$ cat config.mk
export PLATFORM = sky130hd
export DESIGN_NAME = timestamped_sample_logger_top
export DESIGN_NICKNAME = d
export VERILOG_FILES = /design/src/rtl/core/tsl_pkg.sv /design/src/rtl/core/timestamped_sample_logger_top.sv /design/src/rtl/core/tsl_ram.sv
export SDC_FILE = /design/constraint.sdc
export NUM_CORES = 2
export LEC_CHECK = 0
export BUFFER_PORTS_ARGS = -buffer_cell sky130_fd_sc_hd__buf_4
export CORE_MARGIN = 4
export CORE_UTILIZATION = 30
export CTS_BUF_LIST = sky130_fd_sc_hd__clkbuf_4
export DETAILED_ROUTE_END_ITERATION = 7
export PLACE_DENSITY = 0.47
export RECOVER_POWER = 100
export SYNTH_ARGS = -nofsm -noshare
export SYNTH_HDL_FRONTEND = slang
export SYNTH_HIERARCHICAL = 1
export SYNTH_SLANG_ARGS = --single-unit
$ cat constraint.sdc
create_clock -name clk -period 4 [get_ports clk]
set_input_delay 0.2 -clock clk [delete_from_list [all_inputs] [get_ports clk]]
set_output_delay 0.2 -clock clk [all_outputs]
set_load 0.05 [all_outputs]
$ cat src/rtl/core/tsl_pkg.sv
// ----------------------------------------------------------------------------
// tsl_pkg
// Types, op codes and constant tables shared by the timestamped sample logger.
// ----------------------------------------------------------------------------
package tsl_pkg;

	localparam int SecPerMin    = 60;
	localparam int HoursPerDay  = 24;

	// op codes
	localparam logic [2:0] OP_TICK  = 3'd0;
	localparam logic [2:0] OP_SET   = 3'd1;
	localparam logic [2:0] OP_STORE = 3'd2;
	localparam logic [2:0] OP_READ  = 3'd3;
	localparam logic [2:0] OP_POLL  = 3'd4;

	// configuration register indexes
	localparam logic REG_TPS      = 1'b0;
	localparam logic REG_INTERVAL = 1'b1;

	localparam logic [15:0] TPS_RESET      = 16'd200;
	localparam logic [5:0]  INTERVAL_RESET = 6'd15;

	typedef struct packed {
		logic [2:0]  op;
		logic [7:0]  set_hours;
		logic [7:0]  set_minutes;
		logic [7:0]  set_seconds;
		logic        clear_log;
		logic [7:0]  temperature_in;
		logic [7:0]  humidity_in;
		logic [15:0] light_in;
		logic        reading_ok_in;
		logic [7:0]  read_index;
	} cmd_t;

	typedef struct packed {
		logic        valid_res;
		logic        due_flag;
		logic [4:0]  out_hours;
		logic [5:0]  out_minutes;
		logic [5:0]  out_seconds;
		logic [7:0]  temperature_out;
		logic [7:0]  humidity_out;
		logic [15:0] light_out;
		logic        reading_ok_out;
		logic [7:0]  entry_count;
	} res_t;

	// one log entry, 50 bits
	typedef struct packed {
		logic [4:0]  hours;
		logic [5:0]  minutes;
		logic [5:0]  seconds;
		logic [7:0]  temperature;
		logic [7:0]  humidity;
		logic [15:0] light;
		logic        ok;
	} log_entry_t;

	typedef logic [255:0][5:0] mod60_tab_t;
	typedef logic [255:0][4:0] mod24_tab_t;
	typedef logic [63:0][63:0] div_tab_t;

	// wrapping counter walks the residues
	function automatic mod60_tab_t build_mod60_tab();
		mod60_tab_t tab;
		int         r;
		r = 0;
		for (int i = 0; i < 256; i++) begin
			tab[i] = 6'(r);
			r = (r == SecPerMin - 1) ? 0 : r + 1;
		end
		return tab;
	endfunction

	function automatic mod24_tab_t build_mod24_tab();
		mod24_tab_t tab;
		int         r;
		r = 0;
		for (int i = 0; i < 256; i++) begin
			tab[i] = 5'(r);
			r = (r == HoursPerDay - 1) ? 0 : r + 1;
		end
		return tab;
	endfunction

	// bit [m][d] set when d divides m, m nonzero, d nonzero
	function automatic div_tab_t build_div_tab();
		div_tab_t tab;
		tab = '0;
		for (int d = 1; d < 64; d++) begin
			for (int m = d; m < 64; m += d) begin
				tab[m][d] = 1'b1;
			end
		end
		return tab;
	endfunction

	localparam mod60_tab_t MOD60_TAB = build_mod60_tab();
	localparam mod24_tab_t MOD24_TAB = build_mod24_tab();
	localparam div_tab_t   DIV_TAB   = build_div_tab();

endpackage

$ cat src/rtl/core/timestamped_sample_logger_top.sv
// ----------------------------------------------------------------------------
// timestamped_sample_logger_top
// Time-of-day clock with a sample-due flag and a ring log of sensor readings.
// ----------------------------------------------------------------------------
// output: an item's result shows on result with done in the cycle after it
//   is accepted, set by the registered read of the log ram
// throughput: one item per cycle, busy stays low; the ram has separate write
//   and read ports and a read sees a store accepted the cycle before
// reset: arst_n clears time, prescaler, flag, pointer and count at once and
//   loads the register defaults; the log ram is not cleared
module timestamped_sample_logger_top #(
	parameter int LOG_DEPTH = 32
) (
	input  logic          clk,
	input  logic          arst_n,
	input  logic          start,
	output logic          busy,
	input  tsl_pkg::cmd_t cmd,
	output logic          done,
	output tsl_pkg::res_t result,
	input  logic          cfg_we,
	input  logic          cfg_index,
	input  logic [15:0]   cfg_wdata
);

	import tsl_pkg::*;

	localparam int PTR_W = $clog2(LOG_DEPTH);
	localparam int CNT_W = $clog2(LOG_DEPTH + 1);

	// configuration
	logic [15:0] tps_q;
	logic [5:0]  interval_q;

	// clock state
	logic [15:0] tick_q;
	logic [4:0]  hours_q;
	logic [5:0]  minutes_q;
	logic [5:0]  seconds_q;
	logic        due_q;

	// log bookkeeping
	logic [PTR_W-1:0] wp_q;
	logic [CNT_W-1:0] count_q;

	// result side
	logic done_q;
	logic valid_q;
	logic from_entry_q;

	logic accept;
	assign accept = start && !busy;

	// busy never rises, no item is ever held off
	assign busy = 1'b0;

	// ------------------------------------------------------------------
	// tick path: prescaler, then seconds, minutes, hours
	// ------------------------------------------------------------------
	logic [16:0] tick_next;
	logic        sec_step;
	logic        min_step;
	logic [5:0]  minute_next;
	logic        hour_step;
	logic        due_hit;

	assign tick_next   = {1'b0, tick_q} + 17'd1;
	assign sec_step    = !(tick_next < {1'b0, tps_q});
	assign min_step    = sec_step && (seconds_q == 6'(SecPerMin - 1));
	// minute before the wrap, 1 to 60
	assign minute_next = minutes_q + 6'd1;
	assign hour_step   = min_step && (minute_next == 6'(SecPerMin));
	// interval of zero never matches, the table has no bit set for a divisor of zero
	assign due_hit     = min_step && DIV_TAB[minute_next][interval_q];

	// ------------------------------------------------------------------
	// read address: logical index to ring slot
	// ------------------------------------------------------------------
	logic [8:0]       idx_ext;
	logic [8:0]       cnt_ext;
	logic [8:0]       slot_sum;
	logic [8:0]       slot_wrap;
	logic [PTR_W-1:0] rd_slot;
	logic             rd_hit;
	logic             log_full;

	assign idx_ext   = {1'b0, cmd.read_index};
	assign cnt_ext   = 9'(count_q);
	assign log_full  = (cnt_ext == 9'(LOG_DEPTH));
	assign rd_hit    = idx_ext < cnt_ext;
	assign slot_sum  = 9'(wp_q) + idx_ext;
	// for an index that hits, the sum stays below twice the depth, one subtract is enough
	assign slot_wrap = (slot_sum >= 9'(LOG_DEPTH)) ? (slot_sum - 9'(LOG_DEPTH)) : slot_sum;
	assign rd_slot   = log_full ? slot_wrap[PTR_W-1:0] : idx_ext[PTR_W-1:0];

	// ------------------------------------------------------------------
	// log ram
	// ------------------------------------------------------------------
	log_entry_t wr_entry;
	log_entry_t rd_entry;
	logic       log_we;

	assign log_we = accept && (cmd.op == OP_STORE);

	always_comb begin
		wr_entry.hours       = hours_q;
		wr_entry.minutes     = minutes_q;
		wr_entry.seconds     = seconds_q;
		wr_entry.temperature = cmd.temperature_in;
		wr_entry.humidity    = cmd.humidity_in;
		wr_entry.light       = cmd.light_in;
		wr_entry.ok          = cmd.reading_ok_in;
	end

	tsl_ram #(
		.WIDTH($bits(log_entry_t)),
		.DEPTH(LOG_DEPTH)
	) u_log_ram (
		.clk  (clk),
		.we   (log_we),
		.waddr(wp_q),
		.wdata(wr_entry),
		.raddr(rd_slot),
		.rdata(rd_entry)
	);

	// ------------------------------------------------------------------
	// configuration writes
	// ------------------------------------------------------------------
	always_ff @(posedge clk or negedge arst_n) begin
		if (!arst_n) begin
			tps_q      <= TPS_RESET;
			interval_q <= INTERVAL_RESET;
		end else if (cfg_we) begin
			case (cfg_index)
				REG_TPS:      tps_q      <= cfg_wdata;
				REG_INTERVAL: interval_q <= cfg_wdata[5:0];
				default:      tps_q      <= tps_q;
			endcase
		end
	end

	// ------------------------------------------------------------------
	// item execution, all state updates land at the accept edge
	// ------------------------------------------------------------------
	always_ff @(posedge clk or negedge arst_n) begin
		if (!arst_n) begin
			tick_q       <= '0;
			hours_q      <= '0;
			minutes_q    <= '0;
			seconds_q    <= '0;
			due_q        <= 1'b0;
			wp_q         <= '0;
			count_q      <= '0;
			done_q       <= 1'b0;
			valid_q      <= 1'b0;
			from_entry_q <= 1'b0;
		end else begin
			done_q       <= accept;
			valid_q      <= 1'b0;
			from_entry_q <= 1'b0;
			if (accept) begin
				case (cmd.op)
					OP_TICK: begin
						if (!sec_step) begin
							tick_q <= tick_next[15:0];
						end else begin
							tick_q <= '0;
							if (!min_step) begin
								seconds_q <= seconds_q + 6'd1;
							end else begin
								seconds_q <= '0;
								if (due_hit) begin
									due_q <= 1'b1;
								end
								if (!hour_step) begin
									minutes_q <= minute_next;
								end else begin
									minutes_q <= '0;
									hours_q   <= (hours_q == 5'(HoursPerDay - 1)) ?
										5'd0 : hours_q + 5'd1;
								end
							end
						end
					end
					OP_SET: begin
						hours_q   <= MOD24_TAB[cmd.set_hours];
						minutes_q <= MOD60_TAB[cmd.set_minutes];
						seconds_q <= MOD60_TAB[cmd.set_seconds];
						tick_q    <= '0;
						// flag survives a set, log only on request
						if (cmd.clear_log) begin
							count_q <= '0;
							wp_q    <= '0;
						end
					end
					OP_STORE: begin
						wp_q <= (wp_q == PTR_W'(LOG_DEPTH - 1)) ? '0 : wp_q + PTR_W'(1);
						if (!log_full) begin
							count_q <= count_q + CNT_W'(1);
						end
					end
					OP_READ: begin
						valid_q      <= rd_hit;
						from_entry_q <= rd_hit;
					end
					OP_POLL: begin
						valid_q <= due_q;
						due_q   <= 1'b0;
					end
					default: begin
						// unused codes leave everything alone
						tick_q <= tick_q;
					end
				endcase
			end
		end
	end

	// ------------------------------------------------------------------
	// result: state registers already hold the post-item values
	// ------------------------------------------------------------------
	assign done = done_q;

	always_comb begin
		result.valid_res   = valid_q;
		result.due_flag    = due_q;
		result.entry_count = 8'(count_q);
		if (from_entry_q) begin
			result.out_hours       = rd_entry.hours;
			result.out_minutes     = rd_entry.minutes;
			result.out_seconds     = rd_entry.seconds;
			result.temperature_out = rd_entry.temperature;
			result.humidity_out    = rd_entry.humidity;
			result.light_out       = rd_entry.light;
			result.reading_ok_out  = rd_entry.ok;
		end else begin
			result.out_hours       = hours_q;
			result.out_minutes     = minutes_q;
			result.out_seconds     = seconds_q;
			result.temperature_out = '0;
			result.humidity_out    = '0;
			result.light_out       = '0;
			result.reading_ok_out  = 1'b0;
		end
	end

endmodule

$ cat src/rtl/core/tsl_ram.sv
// ----------------------------------------------------------------------------
// tsl_ram
// Generic simple dual-port RAM, one write and one registered read per cycle.
// ----------------------------------------------------------------------------
module tsl_ram #(
	parameter int WIDTH = 8,
	parameter int DEPTH = 32
) (
	input  logic                     clk,
	input  logic                     we,
	input  logic [$clog2(DEPTH)-1:0] waddr,
	input  logic [WIDTH-1:0]         wdata,
	input  logic [$clog2(DEPTH)-1:0] raddr,
	output logic [WIDTH-1:0]         rdata
);

	logic [WIDTH-1:0] mem [DEPTH];

	always_ff @(posedge clk) begin
		if (we) begin
			mem[waddr] <= wdata;
		end
		rdata <= mem[raddr];
	end

endmodule

==> impl_metrics.csv <==
group,metric,value,unit
timing,maxSlewHeadroom,-0.3183,
cells_and_area,mostFrequentLayoutCell,"edfxtp_1",
clock_network,insertion_delay,1.37,ns
critical_path,reg2reg_slack,0.22,ns
status,outcome,"finished with violations",
timing,clock.fmax,0.2572,GHz
critical_path,arrival,4.77,ns
logic_synthesis,synth_edf_count,1600,
timing,rsz0062_at_grt,"false",
critical_path,required,4.88,ns
critical_path,worstSetupPathType,"primary input to register",
global_routing,first_global_vias,43820,
floorplan,initial_core_util,0.3020,
drt,viasPerCell,4.901,
drt,drtIter0Drc,3151,
critical_path,r2r_cells,14,
critical_path,cpPeakStageDelay,1.07,ns
pwr,p_total,0.04447,W
drt,wl_per_cell,23.92,µm
global_routing,grt_busiest_layer,"met2",
critical_path,end_kind,"register",
cells_and_area,nets,5387,
global_routing,grt-ovfl-total,0,
critical_path,critPathLaunchType,"primary input",
logic_synthesis,synth_seq_cells,1720,
drt,drtAntennaViolNets,0,
timing,fin_skew,0.1085,ns
timing,min_period_over_period,0.9721,
global_routing,antenna_found_initial,9,
clock_network,cts_made_buffers,470,
drt,drc,0,
clock_network,clockBufferDepth,4,
place,dp.cells,7661,
floorplan,num_rows,177,
cells_and_area,drive_gt1_frac,0.2055,
timing,hold_ws,0.2494,ns
clock_network,htreeDepth,5,
global_routing,use_met2,0.2727,
logic_synthesis,syn_area_per_cell,15.90,µm²
flow_run,drv_cap,5,
timing,hold_viol,0,
pwr,ir_worst_vdd,0.2903,mV
global_routing,grt_pass1_wl,302400,µm
pwr,p_per_area,526.6,nW/µm²
clock_network,clk_pin_slew,0.06,ns
status,failed_checks,"max-capacitance violations, max-slew violations",
cells_and_area,fin_cells,8730,
critical_path,crit_chain,"dlygate4sd3_1 -> dlygate4sd3_1 -> buf_4 -> dlygate4sd3_1 -> nand2_1 -> nor3_1 -> buf_4 -> nand3_1 -> nor2_4 -> clkbuf_2",
clock_network,cts.sinks,1720,
timing,setup_tns,0,ns
critical_path,cp_max_fo,18,
timing,timing.final.max_slew_violations,224,
cells_and_area,finalInstanceArea,84460,µm²
floorplan,dieArea,242300,µm²
logic_synthesis,synth_ff_type,"edfxtp_1",
place,gp_congestion,0.8073,
hold_path,whs_path_depth,4,
floorplan,die_h,492.3,µm
place,placed_cell_area,76780,µm²
floorplan,fp.dieW,492.3,µm
drt,num_vias,42790,
critical_path,r2r-start,"wp_q[0]",
logic_synthesis,syn_area,70360,µm²
critical_path,r2r_end,"u_log_ram/rdata[8]",
clock_network,root_buffer,"clkbuf_4",
global_routing,grt_util_met1,0.2321,
logic_synthesis,yosysSeqAreaShare,0.7221,
timing,period_needed,3.889,ns
floorplan,ios,152,
logic_synthesis,ys_warn_count,6,
hold_path,holdPathEnd,"interval_q[0]",
timing,tightest_slew,1.973,ns
pwr,leakage,30.47,nW
logic_synthesis,syn_inst,4425,
logic_synthesis,yosysUniqueCellTypes,84,
drt,wl,208800,µm
global_routing,grt_start_max_net_pins,71,
global_routing,use_met3,0.03165,
global_routing,grt_usage,0.1682,
cells_and_area,area_delta_synth_final,20.04,%
clock_network,cts_tree,"yes",
cells_and_area,layout_common_cells,"edfxtp_1 (1600), mux2i_1 (813), clkbuf_4 (758)",
place,dp_hpwl,108000,µm
floorplan,coreArea,233000,µm²
timing,setup-violations-final,0,
logic_synthesis,synthArstFlopShare,0.04070,
critical_path,critical_path.most_common_cell,"dlygate4sd3_1",
place,io_buffers,148,
hold_path,hold_path_startpoint,"cfg_wdata[0]",
critical_path,crit_slowest_cell,"dlygate4sd3_1",
hold_path,hp-class,"primary input to register",
drt,dr.pass1.iters,5,
## worst max path at each step
stage	from	endpoint	slack, ns	cells after the start
6_report	start	u_log_ram/mem[31][9]	0.11	10
5_1_grt	tick_q[3]	seconds_q[1]	0.01	16
4_1_cts	tick_q[0]	seconds_q[1]	0.03	15
3_5_place_dp	tick_q[0]	tick_q[9]	0.07	14
3_3_place_gp	tick_q[0]	tick_q[11]	0.15	15
2_1_floorplan	cmd[66]	u_log_ram/mem[28][0]	-0.34	5
## final cells by class
class                      count  area (µm²)
sequential                  1720       50820
antenna                        6       15.01
multi-input combinational   2394       18030
clock inverter               104       483.0
inverter                      46       172.7
fill                       22570      148500
tap                         3132        3919
timing repair buffer         611        5642
clock buffer                 717        5383
## critical path, delay by kind of cell
family        cells  cell delay, ns
simple gates      4            1.14
buf+inv           6            3.33
## repair_timing
action | in CTS | in global routing
buffers inserted | 1 | 3
pin swaps | 0 | 1
endpoints found under the hold margin | 1819 | 0
hold buffers | 238 | 0
resized for setup | 1 | 12
endpoints found under the setup margin | 2 | 27
## per-stage QoR
stage	worst slack, ns	util
final	0.1114	0.3625
after global routing	0.01345	0.3625
after detailed placement	0.06791	0.3296
after CTS	0.02780	0.3652
after floorplan	-0.3392	-
after global placement	0.1512	0.3296
## kinds of logic (layout without fill, tap and decap cells)
| logic type | count (synthesis) | after routing | share of synthesized area |
|---|---|---|---|
| other cells | 1 | 9 | 0.00005330 |
| buf+inv | 313 | 1478 | 0.02456 |
| mux | 840 | 840 | 0.1207 |
| flops | 1720 | 1720 | 0.7221 |
| compound gates | 712 | 712 | 0.06758 |
| fa+ha+maj | 54 | 54 | 0.009710 |
| simple gates | 748 | 748 | 0.05024 |
| xor+xnor | 37 | 37 | 0.005033 |
## power breakdown
part / total [W] / internal (W) / leakage (nW) / switching [W]
Sequential: 0.0210 / 0.0206 / 15.7 / 0.000374
Combinational: 0.00806 / 0.00287 / 11.2 / 0.00519
Clock: 0.0154 / 0.00827 / 3.54 / 0.00714
Total: 0.0445 / 0.0318 / 30.5 / 0.0127
## metal layers
| metal | wire length, µm | vias up |
|---|---|---|
| li1 | - | 19230 |
| met1 | 95290 | 22030 |
| met2 | 99630 | 1213 |
| met3 | 10290 | 310 |
| met4 | 3596 | 4 |
| met5 | 34 | - |
## synth_stat cells (40+ instances only)
library cell | count | share of area
a21oi_1 | 197 | 0.014
a22o_1 | 102 | 0.013
a22oi_1 | 155 | 0.017
a31oi_1 | 59 | 0.0052
and2_1 | 40 | 0.0036
buf_4 | 54 | 0.0058
clkbuf_1 | 145 | 0.0077
dfrtp_1 | 63 | 0.022
dfxtp_1 | 50 | 0.014
edfxtp_1 | 1600 | 0.68
ha_1 | 53 | 0.0094
inv_1 | 42 | 0.0022
mux2i_1 | 813 | 0.12
nand2_1 | 269 | 0.014
nand3_1 | 190 | 0.014
nor2_1 | 92 | 0.0049
nor3_1 | 66 | 0.0047
o21ai_0 | 91 | 0.0065
## flip-flops by register name (all words and copies together), names as in the netlist
name / flops
due_q: 1
done: 1
wp_q: 5
from_entry_q: 1
hours_q: 5
tps_q: 16
u_log_ram/rdata: 50
valid_q: 1
count_q: 6
seconds_q: 6
minutes_q: 6
interval_q: 6
tick_q: 16
u_log_ram/mem: 1600
(Power assumes the default switching activity.)
